===== src/sv/dotc_pkg.sv =====
package dotc_pkg;

  localparam int ID_W   = 20;
  localparam int OFF_W  = 17;
  localparam int KIND_W = 3;
  localparam int SLOT_W = 5;
  localparam int WIG_W  = 8;

  localparam logic [WIG_W-1:0] WIGGLE_RESET = 8'd3;

  localparam logic ACT_INSERT = 1'b0;
  localparam logic ACT_DRAIN  = 1'b1;

  typedef enum logic [KIND_W-1:0] {
    KIND_MERGED   = 3'd0,
    KIND_APPENDED = 3'd1,
    KIND_DROPPED  = 3'd2,
    KIND_DRAINED  = 3'd3,
    KIND_EMPTY    = 3'd4
  } kind_t;

  typedef enum logic [1:0] {
    ST_IDLE,
    ST_CHECK,
    ST_EMIT,
    ST_DRAIN
  } state_t;

  typedef struct packed {
    logic [ID_W-1:0]  id;
    logic [OFF_W-1:0] low;
    logic [OFF_W-1:0] high;
  } entry_t;

  typedef struct packed {
    logic             hit;
    logic [OFF_W-1:0] low;
    logic [OFF_W-1:0] high;
  } cmp_res_t;

endpackage


===== src/sv/dotc_mem.sv =====
module dotc_mem #(
  parameter int DEPTH = 32,
  parameter int AW    = 5
) (
  input  logic              clk,
  input  logic              we,
  input  logic [AW-1:0]     waddr,
  input  dotc_pkg::entry_t  wdata,
  input  logic [AW-1:0]     raddr,
  output dotc_pkg::entry_t  rdata
);
  import dotc_pkg::*;

  entry_t mem [DEPTH];

  always_ff @(posedge clk) begin
    if (we) begin
      mem[waddr] <= wdata;
    end
  end

  always_ff @(posedge clk) begin
    rdata <= mem[raddr];
  end

endmodule


===== src/sv/dotc_cmp.sv =====
module dotc_cmp (
  input  dotc_pkg::entry_t                ent,
  input  logic [dotc_pkg::ID_W-1:0]       id,
  input  logic [dotc_pkg::OFF_W-1:0]      off,
  input  logic [dotc_pkg::WIG_W-1:0]      wiggle,
  output dotc_pkg::cmp_res_t              res
);
  import dotc_pkg::*;

  localparam int XW = OFF_W + 2;

  logic signed [XW-1:0] lo_x;
  logic signed [XW-1:0] hi_x;
  logic signed [XW-1:0] off_x;
  logic signed [XW-1:0] wig_x;

  // widened window [low - wiggle, high + wiggle], no wrap at 19 bits
  always_comb begin
    wig_x = $signed({{(XW-WIG_W){1'b0}}, wiggle});
    off_x = $signed({{(XW-OFF_W){off[OFF_W-1]}}, off});
    lo_x  = $signed({{(XW-OFF_W){ent.low[OFF_W-1]}}, ent.low}) - wig_x;
    hi_x  = $signed({{(XW-OFF_W){ent.high[OFF_W-1]}}, ent.high}) + wig_x;
    res.hit  = (ent.id == id) && (lo_x <= off_x) && (hi_x >= off_x);
    res.low  = ($signed(off) < $signed(ent.low))  ? off : ent.low;
    res.high = ($signed(off) > $signed(ent.high)) ? off : ent.high;
  end

endmodule


===== src/sv/diagonal_offset_cluster_table_unit.sv =====
// Offset cluster table.
// Input channel (in_valid/in_ready): action 0 inserts (read_id, position_offset),
// action 1 drains the table. Each insert gives one result: merged into the first
// matching cluster, appended as a new cluster, or dropped when the table is full.
// A drain gives one result per stored cluster in insertion order, last set on the
// final one, then empties the table; a drain of an empty table gives one
// table-empty result.
// Config channel (cfg_valid/cfg_data): writes the 8-bit match tolerance (wiggle),
// always ready; write only while no transaction is in flight.
// An insert scans the stored entries in order, visiting at least one, one at a time
// through the single table read port and the one shared window compare. A drain
// emits one entry per cycle through the same read port while results are taken.
// The input is accepted only while the sequencer is idle; one transaction at a
// time. Results sit in an output register; while the receiver stalls the
// sequencer holds its place and the table read is repeated.
// Reset (rst_n low, synchronous) empties the table and sets wiggle to 3; the table
// storage itself is not cleared, so no clearing pass is needed.
module diagonal_offset_cluster_table_unit #(
  parameter int TABLE_DEPTH = 32
) (
  input  logic                            clk,
  input  logic                            rst_n,
  input  logic                            in_valid,
  output logic                            in_ready,
  input  logic                            in_action,
  input  logic [dotc_pkg::ID_W-1:0]       in_read_id,
  input  logic signed [dotc_pkg::OFF_W-1:0] in_position_offset,
  output logic                            out_valid,
  input  logic                            out_ready,
  output logic [dotc_pkg::KIND_W-1:0]     out_kind,
  output logic [dotc_pkg::SLOT_W-1:0]     out_slot,
  output logic [dotc_pkg::ID_W-1:0]       out_entry_read_id,
  output logic signed [dotc_pkg::OFF_W-1:0] out_entry_low,
  output logic signed [dotc_pkg::OFF_W-1:0] out_entry_high,
  output logic                            out_last,
  input  logic                            cfg_valid,
  output logic                            cfg_ready,
  input  logic [dotc_pkg::WIG_W-1:0]      cfg_data
);
  import dotc_pkg::*;

  localparam int IW = $clog2(TABLE_DEPTH);
  localparam int CW = $clog2(TABLE_DEPTH + 1);
  localparam int SW = (IW > SLOT_W) ? IW : SLOT_W;

  state_t            state_r, state_nxt;
  logic [IW-1:0]     idx_r, idx_nxt;
  logic [CW-1:0]     count_r, count_nxt;
  logic [WIG_W-1:0]  wiggle_r;
  logic [ID_W-1:0]   in_id_r;
  logic [OFF_W-1:0]  in_off_r;

  kind_t             res_kind_r, res_kind_nxt;
  logic [IW-1:0]     res_slot_r, res_slot_nxt;
  logic [ID_W-1:0]   res_id_r, res_id_nxt;
  logic [OFF_W-1:0]  res_low_r, res_low_nxt;
  logic [OFF_W-1:0]  res_high_r, res_high_nxt;

  logic              out_valid_r, out_valid_nxt;
  kind_t             out_kind_r, out_kind_nxt;
  logic [SLOT_W-1:0] out_slot_r, out_slot_nxt;
  logic [ID_W-1:0]   out_id_r, out_id_nxt;
  logic [OFF_W-1:0]  out_low_r, out_low_nxt;
  logic [OFF_W-1:0]  out_high_r, out_high_nxt;
  logic              out_last_r, out_last_nxt;

  logic              mem_we;
  logic [IW-1:0]     mem_waddr;
  entry_t            mem_wdata;
  logic [IW-1:0]     rd_addr;
  entry_t            rdata;
  cmp_res_t          cmp_res;

  logic              out_free;
  logic              hit;
  logic              at_end;
  logic              full;
  logic              drain_last;
  logic              out_load;
  logic [IW-1:0]     slot_src;
  logic [SW-1:0]     slot_wide;

  dotc_mem #(
    .DEPTH (TABLE_DEPTH),
    .AW    (IW)
  ) u_mem (
    .clk   (clk),
    .we    (mem_we),
    .waddr (mem_waddr),
    .wdata (mem_wdata),
    .raddr (rd_addr),
    .rdata (rdata)
  );

  dotc_cmp u_cmp (
    .ent    (rdata),
    .id     (in_id_r),
    .off    (in_off_r),
    .wiggle (wiggle_r),
    .res    (cmp_res)
  );

  always_comb begin
    out_free   = !out_valid_r || out_ready;
    hit        = (count_r != '0) && cmp_res.hit;
    drain_last = (CW'(idx_r) + CW'(1)) == count_r;
    at_end     = (count_r == '0) || drain_last;
    full       = count_r == CW'(TABLE_DEPTH);
  end

  // next state
  always_comb begin
    state_nxt = state_r;
    case (state_r)
      ST_IDLE: begin
        if (in_valid) begin
          if (in_action == ACT_DRAIN) begin
            state_nxt = (count_r == '0) ? ST_EMIT : ST_DRAIN;
          end else begin
            state_nxt = ST_CHECK;
          end
        end
      end
      ST_CHECK: begin
        if (hit || at_end) begin
          state_nxt = ST_EMIT;
        end
      end
      ST_EMIT: begin
        if (out_free) begin
          state_nxt = ST_IDLE;
        end
      end
      ST_DRAIN: begin
        if (out_free && drain_last) begin
          state_nxt = ST_IDLE;
        end
      end
      default: state_nxt = ST_IDLE;
    endcase
  end

  // sequencer outputs
  always_comb begin
    in_ready  = 1'b0;
    mem_we    = 1'b0;
    rd_addr   = '0;
    out_load  = 1'b0;
    case (state_r)
      ST_IDLE: begin
        in_ready = 1'b1;
      end
      ST_CHECK: begin
        mem_we  = hit || (at_end && !full);
        rd_addr = idx_r + IW'(1);
      end
      ST_EMIT: begin
        out_load = out_free;
      end
      ST_DRAIN: begin
        out_load = out_free;
        rd_addr  = out_free ? idx_r + IW'(1) : idx_r;
      end
      default: begin
        in_ready = 1'b0;
      end
    endcase
  end

  always_comb begin
    mem_waddr = hit ? idx_r : count_r[IW-1:0];
    mem_wdata.id   = in_id_r;
    mem_wdata.low  = hit ? cmp_res.low  : in_off_r;
    mem_wdata.high = hit ? cmp_res.high : in_off_r;
  end

  // datapath next values
  always_comb begin
    idx_nxt      = idx_r;
    count_nxt    = count_r;
    res_kind_nxt = res_kind_r;
    res_slot_nxt = res_slot_r;
    res_id_nxt   = res_id_r;
    res_low_nxt  = res_low_r;
    res_high_nxt = res_high_r;

    case (state_r)
      ST_IDLE: begin
        idx_nxt      = '0;
        res_kind_nxt = KIND_EMPTY;
        res_slot_nxt = '0;
        res_id_nxt   = '0;
        res_low_nxt  = '0;
        res_high_nxt = '0;
      end
      ST_CHECK: begin
        res_id_nxt = in_id_r;
        if (hit) begin
          res_kind_nxt = KIND_MERGED;
          res_slot_nxt = idx_r;
          res_low_nxt  = cmp_res.low;
          res_high_nxt = cmp_res.high;
        end else if (at_end) begin
          res_low_nxt  = in_off_r;
          res_high_nxt = in_off_r;
          if (full) begin
            res_kind_nxt = KIND_DROPPED;
            res_slot_nxt = '0;
          end else begin
            res_kind_nxt = KIND_APPENDED;
            res_slot_nxt = count_r[IW-1:0];
            count_nxt    = count_r + CW'(1);
          end
        end else begin
          idx_nxt = idx_r + IW'(1);
        end
      end
      ST_DRAIN: begin
        if (out_free) begin
          if (drain_last) begin
            count_nxt = '0;
          end else begin
            idx_nxt = idx_r + IW'(1);
          end
        end
      end
      default: begin
        idx_nxt = idx_r;
      end
    endcase
  end

  // output register
  always_comb begin
    slot_src  = (state_r == ST_DRAIN) ? idx_r : res_slot_r;
    slot_wide = SW'(slot_src);

    out_valid_nxt = out_valid_r;
    out_kind_nxt  = out_kind_r;
    out_slot_nxt  = out_slot_r;
    out_id_nxt    = out_id_r;
    out_low_nxt   = out_low_r;
    out_high_nxt  = out_high_r;
    out_last_nxt  = out_last_r;

    if (out_valid_r && out_ready) begin
      out_valid_nxt = 1'b0;
    end
    if (out_load) begin
      out_valid_nxt = 1'b1;
      out_slot_nxt  = slot_wide[SLOT_W-1:0];
      if (state_r == ST_DRAIN) begin
        out_kind_nxt = KIND_DRAINED;
        out_id_nxt   = rdata.id;
        out_low_nxt  = rdata.low;
        out_high_nxt = rdata.high;
        out_last_nxt = drain_last;
      end else begin
        out_kind_nxt = res_kind_r;
        out_id_nxt   = res_id_r;
        out_low_nxt  = res_low_r;
        out_high_nxt = res_high_r;
        out_last_nxt = 1'b1;
      end
    end
  end

  always_ff @(posedge clk) begin
    if (!rst_n) begin
      state_r     <= ST_IDLE;
      count_r     <= '0;
      idx_r       <= '0;
      wiggle_r    <= WIGGLE_RESET;
      out_valid_r <= 1'b0;
    end else begin
      state_r     <= state_nxt;
      count_r     <= count_nxt;
      idx_r       <= idx_nxt;
      out_valid_r <= out_valid_nxt;
      if (cfg_valid && cfg_ready) begin
        wiggle_r <= cfg_data;
      end
    end
  end

  always_ff @(posedge clk) begin
    if (in_valid && in_ready) begin
      in_id_r  <= in_read_id;
      in_off_r <= in_position_offset;
    end
    res_kind_r <= res_kind_nxt;
    res_slot_r <= res_slot_nxt;
    res_id_r   <= res_id_nxt;
    res_low_r  <= res_low_nxt;
    res_high_r <= res_high_nxt;
    out_kind_r <= out_kind_nxt;
    out_slot_r <= out_slot_nxt;
    out_id_r   <= out_id_nxt;
    out_low_r  <= out_low_nxt;
    out_high_r <= out_high_nxt;
    out_last_r <= out_last_nxt;
  end

  assign cfg_ready         = 1'b1;
  assign out_valid         = out_valid_r;
  assign out_kind          = out_kind_r;
  assign out_slot          = out_slot_r;
  assign out_entry_read_id = out_id_r;
  assign out_entry_low     = out_low_r;
  assign out_entry_high    = out_high_r;
  assign out_last          = out_last_r;

`ifndef SYNTH
  a_count_bound: assert property (@(posedge clk) disable iff (!rst_n)
    count_r <= CW'(TABLE_DEPTH))
    else $error("entry count above table depth");

  a_scan_in_range: assert property (@(posedge clk) disable iff (!rst_n)
    (state_r == ST_CHECK || state_r == ST_DRAIN) |->
      (count_r == '0 || CW'(idx_r) < count_r))
    else $error("scan index beyond stored entries");

  a_drain_clears: assert property (@(posedge clk) disable iff (!rst_n)
    (state_r == ST_DRAIN && out_free && drain_last) |=> (count_r == '0))
    else $error("table not empty after drain");

  a_result_source: assert property (@(posedge clk) disable iff (!rst_n)
    $rose(out_valid_r) |-> ($past(state_r) == ST_EMIT || $past(state_r) == ST_DRAIN))
    else $error("result raised outside emit or drain");

  a_write_in_scan: assert property (@(posedge clk) disable iff (!rst_n)
    mem_we |-> (state_r == ST_CHECK && (hit || !full)))
    else $error("table write outside scan decision");
`endif

endmodule

===== config.mk =====
export PLATFORM = sky130hd
export DESIGN_NAME = diagonal_offset_cluster_table_unit
export DESIGN_NICKNAME = d
export VERILOG_FILES = /design/src/sv/dotc_pkg.sv /design/src/sv/dotc_mem.sv /design/src/sv/dotc_cmp.sv /design/src/sv/diagonal_offset_cluster_table_unit.sv
export SDC_FILE = /design/constraint.sdc
export NUM_CORES = 2
export LEC_CHECK = 0
export BUFFER_PORTS_ARGS = -buffer_cell sky130_fd_sc_hd__clkbuf_2
export CORE_MARGIN = 2
export CORE_UTILIZATION = 25
export DETAILED_ROUTE_END_ITERATION = 12
export MAX_ROUTING_LAYER = met4
export SYNTH_ARGS = -nofsm -noshare
export SYNTH_HDL_FRONTEND = slang
export SYNTH_SLANG_ARGS = --single-unit

===== constraint.sdc =====
create_clock -name clk -period 7.4 [get_ports clk]
set_clock_uncertainty 0.05 [all_clocks]
set_input_delay 1.11 -clock clk [delete_from_list [all_inputs] [get_ports clk]]
set_output_delay 1.11 -clock clk [all_outputs]
set_load 0.005 [all_outputs]

; ---- Word-level counts from Yosys, hierarchy flattened
; Memory sizes are Yosys's and may differ from the RTL's. A register that Yosys moved wholly into a read port is not among the register bits.
; Cells that the tools add are included.
[word_totals]
reg_bits = 184
ram_bits = 1728
word_cells = 121
mem_count = 1
[mem_list]
columns = name, words, width, read_ports, rd_clocked_by_memory_dff, write_ports, line
row1 = u_mem.mem, 32, 54, 1, 1, 1, dotc_mem.sv:14  ; entry_t mem [DEPTH];
[op_classes]
addsub = 5
magnitude_cmp = 4
n_eq_ne = 18
mux = 50
n_reduce_logical = 25
[op_table]
columns = cell, n
row1 = two-way mux 17 bit, 9
row2 = case mux 17 bit (2 select lines), 2
row3 = two-way mux 5 bit, 10
row4 = case mux 20 bit (2 select lines), 1
row5 = two-way mux 6 bit, 5
row6 = != test 2 bit (second input constant), 11
row7 = == test 20 bit, 1
row8 = two-way mux 20 bit, 1
row9 = case mux 5 bit (2 select lines), 2
row10 = adder 17 x 9 -> 18 bit, 1
row11 = greater-or-equal comparator 18 x 17 -> 1 bit, 1
row12 = less-or-equal comparator 18 x 17 -> 1 bit, 1
row13 = subtractor 17 x 9 -> 18 bit, 1
row14 = > comparator 17 bit, 1
row15 = < comparator 17 bit, 1
row16 = case mux 5 bit (3 select lines), 1
row17 = two-way mux 2 bit, 6
row18 = case mux 6 bit (2 select lines), 1
row19 = two-way mux 1 bit, 8
row20 = case mux 2 bit (4 select lines), 1
row21 = logical AND 1 bit, 7
row22 = adder 5 x 1 -> 6 bit (second input constant), 1
row23 = adder 6 x 1 -> 6 bit (second input constant), 1
row24 = == test 6 bit, 1
row25 = 19 further kinds, 27

; ---- Depth between registers and ports, before layout
[logic_depth]
ltp_word = 9
ltp_mapped = 22
mapped_depth_nobuf = 20

; ---- Modules after synthesis
; Synthesis repeated with hierarchy kept, for this count alone.
[hier_totals]
cells_unflattened = 4911
area_unflattened_um2 = 80081.8
[modules_own_cells]
columns = mod, n_inst, cells_per_inst, area_each_um2, seq_area_each_um2
row1 = dotc_mem, 1, 3778, 68280.5, 52970.8
row2 = diagonal_offset_cluster_table_unit, 1, 586, 7888.8, 5305.1
row3 = dotc_cmp, 1, 547, 3912.5, 0.0

; ---- Worst setup path after synthesis
; OpenSTA, ideal clock, no wires.
[synth_timing]
path_type = register to register
from = register u_mem.rdata[0] (netlist name)
to = memory u_mem.mem[21][0] in the netlist's numbering, enable pin
arrival_time_ns = 6.610
slack_ns = 0.274
path_stages_with_launch = 21
n_path_buf = 1
cell_sequence = dfxtp_1 -> ha_1 -> fa_1 -> a21o_1 -> a21oi_1 -> o21bai_1 -> a21oi_1 -> o21ai_0 -> and2_1 -> nand3_1 -> xnor2_1 -> ha_1 -> nand4_1 -> nor4_1 -> a21oi_1 -> mux2_2 -> o2111ai_1 -> buf_2 -> mux2i_1 -> nand2_1 -> nor2_1
[synth_via]
elab_chain_len = 8
[synth_lines]
columns = element, line
row1 = adder 17 x 9 -> 18 bit *, dotc_cmp.sv:22  ; hi_x = $signed({{(XW-OFF_W){ent.high[OFF_W-1]}}, ent.high}) + wig_x;
row2 = greater-or-equal comparator 18 x 17 -> 1 bit *, dotc_cmp.sv:23  ; res.hit = (ent.id == id) && (lo_x <= off_x) && (hi_x >= off_x);
row3 = logical AND 1 bit *, dotc_cmp.sv:23
row4 = logical AND 1 bit *, diagonal_offset_cluster_table_unit.sv:105  ; hit = (count_r != '0) && cmp_res.hit;
row5 = logical OR 1 bit, diagonal_offset_cluster_table_unit.sv:154  ; mem_we = hit || (at_end && !full);
row6 = two-way mux 1 bit, diagonal_offset_cluster_table_unit.sv:149  ; case (state_r)
row7 = two-way mux 1 bit, dotc_mem.sv:17  ; if (we) begin
row8 = two-way mux 1 bit (implied by the code), dotc_mem.sv:18  ; mem[waddr] <= wdata;
row9 = to (decl), dotc_mem.sv:14
; Mark *: on every way between the ends. The rest lies on a longest branch, timed or not.

; ---- Worst setup path after layout
[layout_timing]
from = register u_mem.rdata[17] (netlist name)
to = memory u_mem.mem[21][14] in the netlist's numbering, enable pin
[layout_via]
elab_chain_len = 9
[layout_lines]
columns = element, line
row1 = subtractor 17 x 9 -> 18 bit *, dotc_cmp.sv:21  ; lo_x = $signed({{(XW-OFF_W){ent.low[OFF_W-1]}}, ent.low}) - wig_x;
row2 = less-or-equal comparator 18 x 17 -> 1 bit *, dotc_cmp.sv:23
row3 = logical AND 1 bit * (2 in series), dotc_cmp.sv:23
row4 = logical AND 1 bit *, diagonal_offset_cluster_table_unit.sv:105
row5 = logical OR 1 bit, diagonal_offset_cluster_table_unit.sv:154
row6 = two-way mux 1 bit, diagonal_offset_cluster_table_unit.sv:149
row7 = two-way mux 1 bit, dotc_mem.sv:17
row8 = two-way mux 1 bit (implied by the code), dotc_mem.sv:18
; Marked as above.

==> results.md <==
* Postcts setup bufs at 0
* Largest net degree at the start of global routing at 89
* Root buffer cell: clkbuf_16
* Drt pass-1 iters at 6
* Tot GR Track Use at 13.8%
* DP HPWL at 135000 um
* Share of layout cells above drive strength 1 at 25.9%
* PostCTS Resize Cnt at 0
* Worst path arrival time at 7.02 ns
* Initial Util at 25.1%
* Number of global-route vias before repair at 39400
* Nets at 4255
* Primary FF master, synth: edfxtp_1
* First-pass GRT wire length at 303000 um
* CTS H-tree depth at 4
* Mapped cell area at 77300 um^2
* Pleak at 29.7 nW
* Post-synth cell types at 63
* Row count at 204
* Max incr delay on CP at 0.77 ns
* Syn Area/Cell at 20.3 um^2
* DR vias/cell at 4.69
* Outcome: finished, final reports clean
* Measured slew at the worst slew-check pin at 1.21 ns
* CTS sink count at 1966
* Clock Latency Late Sink at 0.85 ns
* Final global-route overflow total at 0
* Peak supply drop at 0.278 mV
* Fin crit share at 88.7%
* Initial antenna violation count at 15
* Met3 usage at 1.86%
* Crit end category: flip-flop
* Die H at 560 um
* Power Density at 297 nW/um^2
* Crit-path leading delay family: simple AND/OR/NAND/NOR gates
* Mapped Cells at 3805
* Post-synth ARST share at 0%
* Max FO, Critical Path at 18
* Area grow syn2layout at 17.4%
* Register bit count reported by yosys at 1966
* Max-Cap Viols at 0
* Ranking of synthesized cells by area: edfxtp_1 73%, mux4_2 13%, mux2i_1 2.5%
* Unrepaired setup endpoints after global routing: false
* Fin util at 29.4%
* DIE AREA at 314000 um^2
* Synth area leader: edfxtp_1
* Setup CP Type: reg -> reg
* PortBufs at 115
* WP buf/inv at 3
* Filler cell count at 30000
* CTS tree: done
* Routed wire length at 215000 um
* Clock Path Buffers at 3
* Final hold viol count at 0
* Routed Antenna Nets at 0
* Max_slew headroom at 18.9%
* Post-DR wirelength/cell at 25.5 um
* Met2 usage at 22.4%
* Worst hold path type: in -> reg
* Area share of the largest cell type after synthesis at 73.4%
* Tmin final at 6.56 ns
* Post-Syn Nets at 3946
* Final setup fails at 0
* Global route hottest layer: met2
* Core area at 308000 um^2
* Most common cell in the netlist: edfxtp_1
* Setup TNS at 0 ns
* CP startpoint kind: flip-flop
* Top cell by count, worst path: o21ai_0
* Clock transition at path regs at 0.07 ns
* # hold bufs at CTS at 0
* Routed vias at 39500
* Critical Path RT at 7.85 ns
* EDFF count, synth at 1890
* Total CTS buffers at 184
* I/O pins at 117
* Die W at 560 um
* Worst path slowest cell: nor2_4
* YS warnings at 0
* Sequential fraction of the synthesis area at 75.4%
* Pins Over Slew Limit at 0
* Routability-driven placement congestion ratio at 0.889
* 1st-iter DRT viols at 4634
* Met1 usage at 17.6%
* Drt drc at 0
* Worst path cell trace: inv_1 -> ha_1 -> fa_1 -> nor2b_1 -> o21ai_0 -> a21boi_0 -> o21ai_0 -> a21boi_0 -> o21ai_0 -> nand3_1 -> xnor2_1 -> ha_1 -> nand4_1 -> or3_1 -> nand2b_4 -> a311oi_4 -> o2111ai_2 -> buf_4 -> nor4_1 -> a41oi_2 -> nor2_4 -> buf_4
* Fmax at 0.152 GHz
* Commonest cells in the netlist: 1890 x edfxtp_1, 432 x mux4_2, 218 x nand2_1
flip-flops by register name, summed over array words and instances (netlist names), 2 cells and up:
name / count
res_id_r: 20
res_low_r: 17
u_mem.rdata: 54
state_r: 2
out_slot: 5
out_entry_high: 17
in_off_r: 17
idx_r: 5
count_r: 6
wiggle_r: 8
out_kind: 3
res_slot_r: 5
u_mem.mem: 1728
in_id_r: 20
out_entry_low: 17
out_entry_read_id: 20
res_high_r: 17
res_kind_r: 3
stage by stage:
stage / setup WS [ns] / instances / hold slack [ns] / total power, W / instance area, um^2
4_1_cts: 0.878 / 8390 / 0.322 / 0.0272 / 90800
5_1_grt: 0.477 / 8400 / 0.353 / 0.0279 / 90800
3_5_place_dp: 0.907 / 8048 / 0.436 / 0.0176 / 84600
2_1_floorplan: 0.274 / 3805 / 0.399 / 0.0158 / 77300
3_3_place_gp: 0.961 / 8048 / 0.428 / 0.0176 / 84600
6_report: 0.836 / 8407 / 0.386 / 0.0270 / 90800
cell families after synthesis:
| logic type | count (synthesis) | share of synthesized area (%) |
|---|---|---|
| flops | 1966 | 75.4 |
| mux | 647 | 15.4 |
| simple gates | 459 | 2.67 |
| compound gates | 315 | 3.01 |
| buf+inv | 272 | 1.42 |
| fa+ha+maj | 90 | 1.48 |
| xor+xnor | 55 | 0.642 |
| other cells | 1 | 0.00485 |
power breakdown:
group	switching, W	total, W	internal, W
clock	0.00417	0.00968	0.00550
combinational	0.00250	0.00407	0.00157
sequential	0.000289	0.0132	0.0130
cell usage in the layout, fill, tap and decap left out, types with 49 or more instances in the layout:
| master | count |
|---|---|
| clkbuf_2 | 115 |
| o21ai_0 | 67 |
| dfxtp_1 | 76 |
| buf_4 | 155 |
| a221oi_1 | 55 |
| clkbuf_16 | 184 |
| inv_1 | 88 |
| a32o_1 | 54 |
| mux2i_1 | 174 |
| a21oi_1 | 49 |
| ha_1 | 88 |
| nand2_1 | 216 |
| edfxtp_1 | 1890 |
| mux4_2 | 432 |
routing by layer:
metal | wire [um] | up-vias | share of wire, %
li1 | - | 16300 | -
met1 | 87600 | 21300 | 41
met2 | 105000 | 1592 | 49
met3 | 13800 | 318 | 6.4
met4 | 8160 | 0 | 3.8
met5 | 0 | - | 0
path summary, 6_finish.rpt:
| path | startpoint | depth (start not counted) | end | slack, ns |
|---|---|---|---|---|
| hold / removal | in_read_id[8] | 1 | in_id_r[8]$_DFFE_PP_ | 0.39 |
| setup reg to reg | u_mem.rdata[17]$_DFF_P_ | 22 | u_mem.mem[21][14]$_DFFE_PP_ | 0.84 |
| setup / recovery | u_mem.rdata[17]$_DFF_P_ | 22 | u_mem.mem[21][14]$_DFFE_PP_ | 0.84 |
| hold reg to reg | res_kind_r[0]$_SDFFCE_PP0P_ | 1 | out_kind[0]$_SDFFCE_PP1P_ | 0.45 |
final cells by class:
class                   count  area [um^2]  share of cell area [%]
flip-flops and latches   1966        58300                    64.2
multi-input cells        1567        18400                    20.2
well taps                4120         5150                    5.68
clock buffers             236         4930                    5.43
repair buffers            306         2460                    2.71
clock inverters           106         1230                    1.35
inverters                  89          334                   0.368
diodes                     17         42.5                  0.0469
worst register-to-register path, delay by kind of cell, from the launching register on:
family | cells | cell delay [ns]
flops | 1 | 0.31
fa+ha+maj | 3 | 0.95
compound gates | 8 | 1.99
buf+inv | 3 | 0.76
simple gates | 7 | 2.06
xor+xnor | 1 | 0.08
Note: power is estimated with default switching activity, not from simulation.
